===== src/design/b2d_pkg.sv =====
// Shared constants, types and helpers for the binary to decimal digit splitter.
package b2d_pkg;

    localparam int DIGITS  = 4;
    localparam int VALUE_W = 32;
    localparam int DIGIT_W = 4;
    localparam int POS_W   = 4;

    localparam logic [POS_W-1:0]   LAST_POS  = POS_W'(DIGITS - 1);
    localparam logic [VALUE_W-1:0] DIGIT_MAX = VALUE_W'(9);
    localparam logic [VALUE_W-1:0] RADIX     = VALUE_W'(10);
    localparam logic [VALUE_W-1:0] LOW3_MASK = ~VALUE_W'(7);

    // Slot 0 is the most significant digit, slot DIGITS-1 the ones digit.
    typedef logic [DIGITS-1:0][DIGIT_W-1:0] digs_t;

    // Payload carried between the registers of one divide-by-ten step.
    typedef struct packed {
        logic [VALUE_W-1:0] n;     // dividend of this step
        logic [VALUE_W-1:0] q;     // partial 0.8*n estimate
        digs_t              digs;  // digits found by earlier steps
    } b2d_stage_t;

    // Finished conversion handed to the output serializer.
    typedef struct packed {
        digs_t digs;
        logic  ovf;
    } b2d_item_t;

    // Push a new digit in at slot 0, older digits move toward the ones slot.
    function automatic digs_t shift_in(input digs_t d, input logic [DIGIT_W-1:0] dig);
        digs_t r;
        r = d;
        for (int i = DIGITS - 1; i > 0; i--) begin
            r[i] = d[i-1];
        end
        r[0] = dig;
        return r;
    endfunction

    // Drop slot 0 and move the remaining digits up one slot.
    function automatic digs_t shift_out(input digs_t d);
        digs_t r;
        r = d;
        for (int i = 0; i < DIGITS - 1; i++) begin
            r[i] = d[i+1];
        end
        r[DIGITS-1] = '0;
        return r;
    endfunction

endpackage


===== src/design/binary_to_decimal_digits.sv =====
// Binary to decimal digit splitter: a 32-bit value goes in, DIGITS decimal digits
// come out most significant first with leading zeros, each transaction tagged with its
// display slot, a last-digit flag on the ones digit and an overflow flag (the same on
// every digit of a run) when the value has more than DIGITS decimal digits, in which
// case only the low DIGITS digits are shown. The digits come from a chain of DIGITS
// divide-by-ten steps of three register stages each, one digit per step; the pipeline takes
// a value every cycle while the output is not stalled, but the output serializer sends one
// digit per cycle while m_ready is high and takes the next value only when idle or as it sends
// the ones digit of the last one. Stalls on m_ready back up through the pipeline without
// loss.
module binary_to_decimal_digits (
    input  logic                         aclk,
    input  logic                         aresetn,
    input  logic                         s_valid,
    output logic                         s_ready,
    input  logic [b2d_pkg::VALUE_W-1:0]  s_value,
    output logic                         m_valid,
    input  logic                         m_ready,
    output logic [b2d_pkg::DIGIT_W-1:0]  m_digit,
    output logic [b2d_pkg::POS_W-1:0]    m_position,
    output logic                         m_last_digit,
    output logic                         m_overflow
);
    import b2d_pkg::*;

    logic               st_valid [DIGITS+1];
    logic               st_ready [DIGITS+1];
    logic [VALUE_W-1:0] st_n     [DIGITS+1];
    digs_t              st_digs  [DIGITS+1];
    b2d_item_t          item;

    assign st_valid[0] = s_valid;
    assign s_ready     = st_ready[0];
    assign st_n[0]     = s_value;
    assign st_digs[0]  = '0;

    // One divide-by-ten step per digit, ones digit first
    for (genvar k = 0; k < DIGITS; k++) begin : g_step
        b2d_tenth u_tenth (
            .aclk      (aclk),
            .aresetn   (aresetn),
            .in_valid  (st_valid[k]),
            .in_ready  (st_ready[k]),
            .in_n      (st_n[k]),
            .in_digs   (st_digs[k]),
            .out_valid (st_valid[k+1]),
            .out_ready (st_ready[k+1]),
            .out_n     (st_n[k+1]),
            .out_digs  (st_digs[k+1])
        );
    end

    // Any quotient left after the last step means the value did not fit
    assign item.digs = st_digs[DIGITS];
    assign item.ovf  = (st_n[DIGITS] != '0);

    b2d_serializer u_ser (
        .aclk         (aclk),
        .aresetn      (aresetn),
        .in_valid     (st_valid[DIGITS]),
        .in_ready     (st_ready[DIGITS]),
        .in_item      (item),
        .m_valid      (m_valid),
        .m_ready      (m_ready),
        .m_digit      (m_digit),
        .m_position   (m_position),
        .m_last_digit (m_last_digit),
        .m_overflow   (m_overflow)
    );

endmodule


===== src/design/b2d_tenth.sv =====
// One divide-by-ten step as three elastic register stages.
module b2d_tenth (
    input  logic                          aclk,
    input  logic                          aresetn,
    input  logic                          in_valid,
    output logic                          in_ready,
    input  logic [b2d_pkg::VALUE_W-1:0]   in_n,
    input  b2d_pkg::digs_t                in_digs,
    output logic                          out_valid,
    input  logic                          out_ready,
    output logic [b2d_pkg::VALUE_W-1:0]   out_n,
    output b2d_pkg::digs_t                out_digs
);
    import b2d_pkg::*;

    logic       s1_valid_reg, s2_valid_reg, s3_valid_reg;
    b2d_stage_t s1_reg, s1_next, s2_reg, s2_next;
    logic [VALUE_W-1:0] s3_n_reg, s3_n_next;
    digs_t              s3_digs_reg, s3_digs_next;
    logic s1_ready, s2_ready, s3_ready;

    logic [VALUE_W-1:0] q0, q1, q3, qf, rem;

    // Each stage takes new data when empty or when its content moves on
    assign s3_ready = !s3_valid_reg || out_ready;
    assign s2_ready = !s2_valid_reg || s3_ready;
    assign s1_ready = !s1_valid_reg || s2_ready;
    assign in_ready = s1_ready;

    // Stage 1: q = 0.75*n*(1 + 1/16), the first factors of the 0.8*n series
    always_comb begin
        q0 = in_n >> 1;
        q1 = q0 + (q0 >> 1);
        s1_next.n    = in_n;
        s1_next.q    = q1 + (q1 >> 4);
        s1_next.digs = in_digs;
    end

    // Stage 2: finish the series
    always_comb begin
        q3 = s1_reg.q + (s1_reg.q >> 8);
        s2_next      = s1_reg;
        s2_next.q    = q3 + (q3 >> 16);
    end

    // Stage 3: divide by 8, form remainder and correct it once
    always_comb begin
        qf  = s2_reg.q >> 3;
        rem = s2_reg.n - ((qf << 1) + (s2_reg.q & LOW3_MASK));
        if (rem > DIGIT_MAX) begin
            rem = rem - RADIX;
            qf  = qf + VALUE_W'(1);
        end
        s3_n_next    = qf;
        s3_digs_next = shift_in(s2_reg.digs, rem[DIGIT_W-1:0]);
    end

    // Advance valid bits
    always_ff @(posedge aclk) begin
        if (!aresetn) begin
            s1_valid_reg <= 1'b0;
            s2_valid_reg <= 1'b0;
            s3_valid_reg <= 1'b0;
        end else begin
            if (s1_ready) s1_valid_reg <= in_valid;
            if (s2_ready) s2_valid_reg <= s1_valid_reg;
            if (s3_ready) s3_valid_reg <= s2_valid_reg;
        end
    end

    // Advance payload
    always_ff @(posedge aclk) begin
        if (s1_ready) s1_reg <= s1_next;
        if (s2_ready) s2_reg <= s2_next;
        if (s3_ready) begin
            s3_n_reg    <= s3_n_next;
            s3_digs_reg <= s3_digs_next;
        end
    end

    assign out_valid = s3_valid_reg;
    assign out_n     = s3_n_reg;
    assign out_digs  = s3_digs_reg;

endmodule


===== src/design/b2d_serializer.sv =====
// Emits one finished conversion as a run of digit transactions.
module b2d_serializer (
    input  logic                         aclk,
    input  logic                         aresetn,
    input  logic                         in_valid,
    output logic                         in_ready,
    input  b2d_pkg::b2d_item_t           in_item,
    output logic                         m_valid,
    input  logic                         m_ready,
    output logic [b2d_pkg::DIGIT_W-1:0]  m_digit,
    output logic [b2d_pkg::POS_W-1:0]    m_position,
    output logic                         m_last_digit,
    output logic                         m_overflow
);
    import b2d_pkg::*;

    logic              busy_reg, busy_next;
    logic [POS_W-1:0]  pos_reg, pos_next;
    digs_t             digs_reg, digs_next;
    logic              ovf_reg, ovf_next;
    logic              last, take;

    assign last     = (pos_reg == LAST_POS);
    assign in_ready = !busy_reg || (m_ready && last);
    assign take     = in_valid && in_ready;

    // Load a new run, step through digits, or go idle after the ones digit
    always_comb begin
        busy_next = busy_reg;
        pos_next  = pos_reg;
        digs_next = digs_reg;
        ovf_next  = ovf_reg;
        priority if (take) begin
            busy_next = 1'b1;
            pos_next  = '0;
            digs_next = in_item.digs;
            ovf_next  = in_item.ovf;
        end else if (busy_reg && m_ready) begin
            busy_next = !last;
            pos_next  = pos_reg + POS_W'(1);
            digs_next = shift_out(digs_reg);
        end
    end

    always_ff @(posedge aclk) begin
        if (!aresetn) begin
            busy_reg <= 1'b0;
            pos_reg  <= '0;
        end else begin
            busy_reg <= busy_next;
            pos_reg  <= pos_next;
        end
    end

    always_ff @(posedge aclk) begin
        digs_reg <= digs_next;
        ovf_reg  <= ovf_next;
    end

    assign m_valid      = busy_reg;
    assign m_digit      = digs_reg[0];
    assign m_position   = pos_reg;
    assign m_last_digit = last;
    assign m_overflow   = ovf_reg;

endmodule


===== config.mk =====
export PLATFORM = sky130hd
export DESIGN_NAME = binary_to_decimal_digits
export DESIGN_NICKNAME = d
export VERILOG_FILES = /design/src/design/b2d_pkg.sv /design/src/design/binary_to_decimal_digits.sv /design/src/design/b2d_tenth.sv /design/src/design/b2d_serializer.sv
export SDC_FILE = /design/constraint.sdc
export NUM_CORES = 2
export LEC_CHECK = 0
export ABC_AREA = 1
export BUFFER_PORTS_ARGS = -buffer_cell sky130_fd_sc_hd__buf_2
export CAP_MARGIN = 20
export CORE_MARGIN = 2
export CORE_UTILIZATION = 50
export DETAILED_ROUTE_END_ITERATION = 7
export PLACE_DENSITY = 0.65
export SKIP_LAST_GASP = 1
export SYNTH_ARGS = -nofsm -noshare
export SYNTH_HDL_FRONTEND = slang
export SYNTH_SLANG_ARGS = --single-unit

===== constraint.sdc =====
create_clock -name aclk -period 23.9 [get_ports aclk]
set_clock_uncertainty 0.2 [all_clocks]
set_input_delay 0 -clock aclk [delete_from_list [all_inputs] [get_ports aclk]]
set_output_delay 0 -clock aclk [all_outputs]
set_load 0.02 [all_outputs]

After elaboration in Yosys (flattened, before gate mapping)
Index checks and enable logic that the tools add are counted.

Bits of input ports: 36. Word-level logic and storage cells: 149. Output and inout port bits: 12. Latch bits: 0. Memory bits (read-only): 0. Memories: 0. Bits in writable memories: 0. Register bits after elaboration: 742.

Shift-type cells: 0. Mux-type cells: 12. Reductions and logical operators: 33. Divide/modulo/power cells: 0. Magnitude comparators: 4. Bitwise logic cells: 1. Eq/ne operators: 1. $add $sub $neg: 33. $mul: 0.

Operator list (count): $add A30 B32 Y32 (4); $add A32 B16 Y32 (4); $add A32 B24 Y32 (4); $add A32 B28 Y32 (4); $gt A32 B4 Y1 const B (4); $add A29 B1 Y30 const B (4); $mux W29 (4); $sub A30 B32 Y32 (3); $add A29 B28 Y30 (3); $add A31 B30 Y32 (1); $mux W16 (2); $reduce_bool A32 Y1 (1); $sub A32 B32 Y32 (1); $mux W4 (4); $sub A4 B4 Y4 const B (4); $logic_not A1 Y1 (14); $logic_or A1 B1 Y1 (13); $add A4 B1 Y4 const B (1); $eq A4 B2 Y1 const B (1); $logic_and A1 B1 Y1 (3); $mux W1 (2); $reduce_bool A2 Y1 (1); $reduce_or A2 Y1 (1); $not A1 Y1 (1).

Depth between registers and ports, before layout
Depth after elaboration: 15. Depth in mapped cells: 27.

Hierarchy
Synthesis repeated with hierarchy kept, for this count alone.

Cells, all modules: 9367. Area total of the unflattened synthesis: 70118.5 sq um.

By module, submodules not included: b2d_tenth at g_step[1].u_tenth (instances 1, cells an instance 2396, sequential area each 5915.7 sq um, area each 17702.0 sq um); b2d_tenth at g_step[0].u_tenth (instances 1, cells an instance 2253, sequential area each 5915.7 sq um, area each 17282.8 sq um); b2d_tenth at g_step[3].u_tenth (instances 1, cells an instance 2383, sequential area each 5915.7 sq um, area each 17269.1 sq um); b2d_tenth at g_step[2].u_tenth (instances 1, cells an instance 2186, sequential area each 5915.7 sq um, area each 16681.0 sq um); b2d_serializer (instances 1, cells an instance 103, sequential area each 610.6 sq um, area each 1001.0 sq um); binary_to_decimal_digits (instances 1, cells an instance 46, sequential area each 0.0 sq um, area each 182.7 sq um).

Worst setup path after synthesis
Ideal clock, no wire load.

Path kind: reg-to-reg. Start: register u_ser.pos_reg[0], in the netlist u_ser.m_position[0]. End: register g_step[0].u_tenth.s1_reg[16] (netlist bit) (enable). Buffers on the path: 0. Library setup time: 1.061 ns. Stages on the path, launching flop included: 12. Arrival: 9.557 ns. Setup slack: 13.082 ns. Cell sequence: dfxtp_1 > ha_1 > nor3b_1 > nand2_1 > nand2_1 > inv_1 > nand4_1 > or2_2 > nor2_2 > nand4_1 > nor2_2 > nand4_1.

Word-level cells in the longest chain between the ends: 15.

Ends and longest elaborated chain: start, declared (line b2d_serializer.sv:18) `logic [POS_W-1:0] pos_reg, pos_next;`; start signal, assigned (line b2d_serializer.sv:51) `pos_reg <= pos_next;`; $eq A4 B2 Y1 (line b2d_serializer.sv:23) `assign last = (pos_reg == LAST_POS);`; named net m_last_digit (line binary_to_decimal_digits.sv:21) `output logic m_last_digit,`; $logic_and A1 B1 Y1 (line b2d_serializer.sv:24) `assign in_ready = !busy_reg || (m_ready && last);`; $logic_or A1 B1 Y1 (line b2d_serializer.sv:24); $logic_or A1 B1 Y1 (line b2d_tenth.sv:25) `assign s3_ready = !s3_valid_reg || out_ready;`; $logic_or A1 B1 Y1 (line b2d_tenth.sv:26) `assign s2_ready = !s2_valid_reg || s3_ready;`; $logic_or A1 B1 Y1 (line b2d_tenth.sv:27) `assign s1_ready = !s1_valid_reg || s2_ready;`; named net g_step[2].u_tenth.out_ready (line b2d_tenth.sv:10) `input logic out_ready,`; [1 not listed]; named net g_step[2].u_tenth.s3_ready (line b2d_tenth.sv:20) `logic s1_ready, s2_ready, s3_ready;`; [2 not listed]; $logic_or A1 B1 Y1 (line b2d_tenth.sv:25); $logic_or A1 B1 Y1 (line b2d_tenth.sv:26); named net g_step[1].u_tenth.s2_ready (line b2d_tenth.sv:20); $logic_or A1 B1 Y1 (line b2d_tenth.sv:27); $logic_or A1 B1 Y1 (line b2d_tenth.sv:25); $logic_or A1 B1 Y1 (line b2d_tenth.sv:26); $logic_or A1 B1 Y1 (line b2d_tenth.sv:27); named net s_ready (line binary_to_decimal_digits.sv:15) `output logic s_ready,`; end signal, assigned (line b2d_tenth.sv:73) `if (s1_ready) s1_reg <= s1_next;`; end, declared (line b2d_tenth.sv:17) `b2d_stage_t s1_reg, s1_next, s2_reg, s2_next;`.

The timed path passes the listed nets, and every way through them passes these cells. A chain may end at the register's enable or synchronous reset.

Worst setup path in the final report
Start: register u_ser.pos_reg[0], in the netlist u_ser.m_position[0]. End: output s_ready.

Word-level cells in the longest chain between the ends: 15.

Ends and longest elaborated chain (line): $eq A4 B2 Y1 (b2d_serializer.sv:23); $logic_and A1 B1 Y1 (b2d_serializer.sv:24); $logic_or A1 B1 Y1 (b2d_serializer.sv:24); $logic_or A1 B1 Y1 (b2d_tenth.sv:25); $logic_or A1 B1 Y1 (b2d_tenth.sv:26); $logic_or A1 B1 Y1 (b2d_tenth.sv:27); named net g_step[2].u_tenth.out_ready (b2d_tenth.sv:10); $logic_or A1 B1 Y1 (b2d_tenth.sv:25); named net g_step[2].u_tenth.s3_ready (b2d_tenth.sv:20); [1 not listed]; $logic_or A1 B1 Y1 (b2d_tenth.sv:27); $logic_or A1 B1 Y1 (b2d_tenth.sv:25); $logic_or A1 B1 Y1 (b2d_tenth.sv:26); named net g_step[1].u_tenth.s2_ready (b2d_tenth.sv:20); $logic_or A1 B1 Y1 (b2d_tenth.sv:27); $logic_or A1 B1 Y1 (b2d_tenth.sv:25); $logic_or A1 B1 Y1 (b2d_tenth.sv:26); $logic_or A1 B1 Y1 (b2d_tenth.sv:27); end, declared (binary_to_decimal_digits.sv:15).

The timed path passes the listed nets, and every way through them passes these cells.

==> Flow_metrics.wiki <==
{| class="wikitable"
! Metric !! Value
|-
| Final hold vios || 0
|-
| Most common cell after layout, fill and taps aside || sky130_fd_sc_hd__nand2_1
|-
| Net total in the final layout || 9,071
|-
| Fraction of final layout cells with drive strength greater than 1 || 4.48%
|-
| Die Ht || 361 um
|-
| Post-synthesis cell type count || 62
|-
| Maximum number of pins on one net before global-route repair || 76
|-
| Met1 track demand over resource || 41.5%
|-
| CTS sink count || 727
|-
| Number of warnings printed during yosys synthesis || 0
|-
| Die X-Extent || 361 um
|-
| Count of flip-flops with a built-in enable after synthesis || slightly above 700
|-
| Synthesized area divided by synthesized cell count || between 7 and 8 um2
|-
| Met2 track demand over resource || between 40 and 50%
|-
| GR peak layer || met2
|-
| Initial antenna violation count || 0
|-
| Post-Synth Simple-Gate Area || between 20% and 30%
|-
| Number of clock buffers inserted by TritonCTS || 82
|-
| Count of mapped cells out of synthesis || 8,229
|-
| CTS tree || done
|-
| Post-placement cell count || between 9,000 and 10,000
|-
| Max FFs per register || 271
|-
| Synth Area in Adders || approximately 14%
|-
| Kind of end point of the critical path || primary output
|-
| Required @ worst endpoint || 23,700 ps
|-
| Via count of the first global-routing pass || 54,179
|-
| Outcome || finished clean
|-
| Clock H-tree levels || 3
|-
| Core Footprint || about 130,000 um2
|-
| Length of the first detailed-routing pass in iterations || 8
|-
| Largest family of logic cells by synthesized area || simple AND/OR/NAND/NOR gates
|-
| Minimum setup slack after placement || around 18,000 ps
|-
| Area added between synthesis and finish || 8.79%
|-
| Post-synthesis compound-gate area fraction || between 10% and 20%
|-
| Total track usage || 29.9%
|-
| Number of design rule violations left after detail routing || 0
|-
| Mean routed wirelength per cell || 19.5 um
|-
| Seq. cell area || approximately 22,000 um2
|-
| Initial core utilization || between 50% and 60%
|-
| Number of endpoints failing setup at the final stage || 0
|-
| Fin crit share || 25.8%
|-
| I/O Buffers || 47
|-
| Fraction of registers with async set or reset after synthesis || 0%
|-
| Row count || 130
|-
| Top Ports || 48
|-
| Multi-input gate area in the final layout || around 38,000 um2
|-
| Sort of element at the start of the critical path || flop
|-
| Cell at the root of the clock tree || sky130_fd_sc_hd__clkbuf_16
|-
| Filler cell count in the final layout || about 12,000
|-
| Fmax achieved || 162 MHz
|-
| Synthesized net count || 8,903
|-
| Final standard cell count with taps included and fillers excluded || between 10,000 and 15,000
|-
| Grt met3 use || roughly 4%
|-
| Critical path type || reg2out
|-
| Post-Synthesis Cell Area || 63,600 um2
|-
| Post-layout minimum cycle time || 6180 ps
|-
| Final Wtd Congestion || roughly 0.97
|-
| Wire length of the first global-routing pass || 306,000 um
|-
| Post-detailed-placement half-perimeter wirelength || 164,000 um
|-
| Deepest clock path buffer count || 3
|-
| RSZ-0062 raised after global routing || no
|-
| Sum of routed wire length over all layers || 197,000 um
|-
| Gr ovfl total || 0
|-
| Mux cell area share after synthesis || 0%
|-
| Most frequently used flop master after synthesis || sky130_fd_sc_hd__edfxtp_1
|-
| Max-cap check violation count || 0
|-
| Crit path DAT || about 6000 ps
|-
| Slew @ Worst Pin || 1060 ps
|-
| Detailed-route via count || around 57,000
|-
| Cell type with the largest total area after synthesis || sky130_fd_sc_hd__edfxtp_1
|-
| Most area-consuming cells after synthesis || sky130_fd_sc_hd__edfxtp_1 34%, sky130_fd_sc_hd__nand2_1 13%, sky130_fd_sc_hd__ha_1 10%, sky130_fd_sc_hd__inv_1 5.6%, sky130_fd_sc_hd__a21oi_1 5.0%
|-
| Finished Core Util || 54.9%
|-
| Crit path max fanout || 75
|-
| Synthesis-stage register bit count || 727
|-
| Via-per-instance ratio || roughly 5.6
|-
| Xor and xnor area share after synthesis || 6.94%
|-
| Skew-Pair Late Insertion Delay || 700 ps
|-
| Setup TNS || 0 ps
|-
| Clock transition at path regs || 60 ps
|-
| Die area || ~130,000 um2
|-
| Initial DRC count || 5,223
|-
| Antenna diode count || 0
|-
| Hold crit path type || in2reg
|-
| Post-CTS Setup Repair Bufs || 0
|-
| Count of antenna-violating nets left after detailed routing || 0
|-
| Worst Setup Slack, final || 17,720 ps
|-
| Highest-count cells in the layout ignoring fill and taps || 2,227 x sky130_fd_sc_hd__nand2_1, 940 x sky130_fd_sc_hd__inv_1, 809 x sky130_fd_sc_hd__nor2_1, 710 x sky130_fd_sc_hd__edfxtp_1, 639 x sky130_fd_sc_hd__a21oi_1
|-
| Share of the synthesized area in the top cell type || 33.5%
|-
| Seq/Total Area, Yosys || 34.1%
|-
| Max-slew headroom at the worst pin || between 20% and 30%
|-
| Final number of max-transition violations || 0
|}
==> worst max-delay path, cell delays in order, from the launching register on <==
cell and delay (ps):
sky130_fd_sc_hd__dfxtp_1 380, sky130_fd_sc_hd__ha_1 190, sky130_fd_sc_hd__nor3b_1 260, sky130_fd_sc_hd__nand2_1 90, sky130_fd_sc_hd__nand2_1 90, sky130_fd_sc_hd__inv_1 110, sky130_fd_sc_hd__nand4_1 90, sky130_fd_sc_hd__buf_4 770
sky130_fd_sc_hd__or2_2 970, sky130_fd_sc_hd__nor2_2 180, sky130_fd_sc_hd__nand4_1 130, sky130_fd_sc_hd__buf_4 660, sky130_fd_sc_hd__nor2_2 170, sky130_fd_sc_hd__nand4_1 120, sky130_fd_sc_hd__buf_4 640, sky130_fd_sc_hd__buf_2 310
==> per-stage QoR <==
stage               hold WS (ps)  area, um2
floorplan                   -101      63600
global placement            62.4      65600
detailed placement          61.7      65600
CTS                         43.6      69100
global route                 102      69100
finish                       109      69100
==> Yosys cell counts (7+ instances only) <==
cell type / number
sky130_fd_sc_hd__a21o_1: 35
sky130_fd_sc_hd__o211ai_1: 44
sky130_fd_sc_hd__nor4_1: 54
sky130_fd_sc_hd__nand2_1: 2229
sky130_fd_sc_hd__inv_1: 942
sky130_fd_sc_hd__a21oi_1: 639
sky130_fd_sc_hd__a21boi_0: 20
sky130_fd_sc_hd__xor2_2: 7
sky130_fd_sc_hd__o21bai_1: 45
sky130_fd_sc_hd__nor3_1: 147
sky130_fd_sc_hd__and2_1: 19
sky130_fd_sc_hd__o21a_1: 41
sky130_fd_sc_hd__o21bai_2: 7
sky130_fd_sc_hd__a31oi_1: 14
sky130_fd_sc_hd__ha_1: 518
sky130_fd_sc_hd__nor2_2: 26
sky130_fd_sc_hd__o21ai_0: 305
sky130_fd_sc_hd__nand2_2: 36
sky130_fd_sc_hd__nand3_2: 41
sky130_fd_sc_hd__nor3_2: 9
sky130_fd_sc_hd__nand3_1: 533
sky130_fd_sc_hd__buf_4: 12
sky130_fd_sc_hd__a21oi_2: 8
sky130_fd_sc_hd__buf_2: 11
sky130_fd_sc_hd__fa_1: 120
sky130_fd_sc_hd__o31ai_1: 8
sky130_fd_sc_hd__xnor2_1: 124
sky130_fd_sc_hd__buf_6: 23
sky130_fd_sc_hd__nor3b_1: 9
sky130_fd_sc_hd__nor2_1: 809
sky130_fd_sc_hd__nand3b_1: 44
sky130_fd_sc_hd__dfxtp_1: 17
sky130_fd_sc_hd__clkbuf_1: 7
sky130_fd_sc_hd__o21ai_1: 26
sky130_fd_sc_hd__edfxtp_1: 710
sky130_fd_sc_hd__xor2_1: 360
sky130_fd_sc_hd__nand4_1: 146
sky130_fd_sc_hd__inv_2: 11
sky130_fd_sc_hd__and3_1: 9
==> cell families (layout without fill, tap and decap cells) <==
| logic type | count (synthesis) | after routing |
|---|---|---|
| AOI/OAI and AO/OA | 1226 | 1226 |
| xor gates and xnor gates | 493 | 493 |
| DFF | 727 | 727 |
| adders and majority gates | 638 | 638 |
| and+or+nand+nor | 4138 | 4138 |
| buffers and inverters | 1007 | 1244 |
==> worst paths after layout <==
| check | to | slack [ps] | startpoint | depth (start not counted) |
|---|---|---|---|---|
| max | s_ready | 17720 | u_ser.m_position[0]$_SDFFE_PP0P_ | 15 |
| min | u_ser.m_position[3]$_SDFFE_PP0P_ | 110 | aresetn | 4 |
| max reg2reg | g_step[0].u_tenth.s1_valid_reg$_SDFFE_PN0P_ | 17940 | u_ser.m_position[0]$_SDFFE_PP0P_ | 16 |
| min reg2reg | g_step[3].u_tenth.out_digs[11]$_DFFE_PP_ | 200 | g_step[3].u_tenth.s2_reg[7]$_DFFE_PP_ | 0 |
==> area by class of cell <==
type                    instances  area share (%)
well taps                    1650            2.99
inverters                     954            5.18
multi-input cells            6495            54.8
clock buffers                  92            3.05
flip-flops and latches        727            31.3
repair buffers                137            1.59
clock inverters                61            1.03
==> layer usage <==
layer	vias up	share of wire, %
met2	1772	45
met1	26596	45
li1	28163	-
met4	0	3.1
met5	-	0
met3	305	6.5
==> what timing repair did <==
item | 4_1_cts | 5_1_grt
hold buffers | 70 | 0
hold endpoints to repair | 76 | 0
resized for setup | 0 | 0
Power is not shown: default switching activity piles up to over one toggle a cycle in this logic, so the estimate is an artifact.
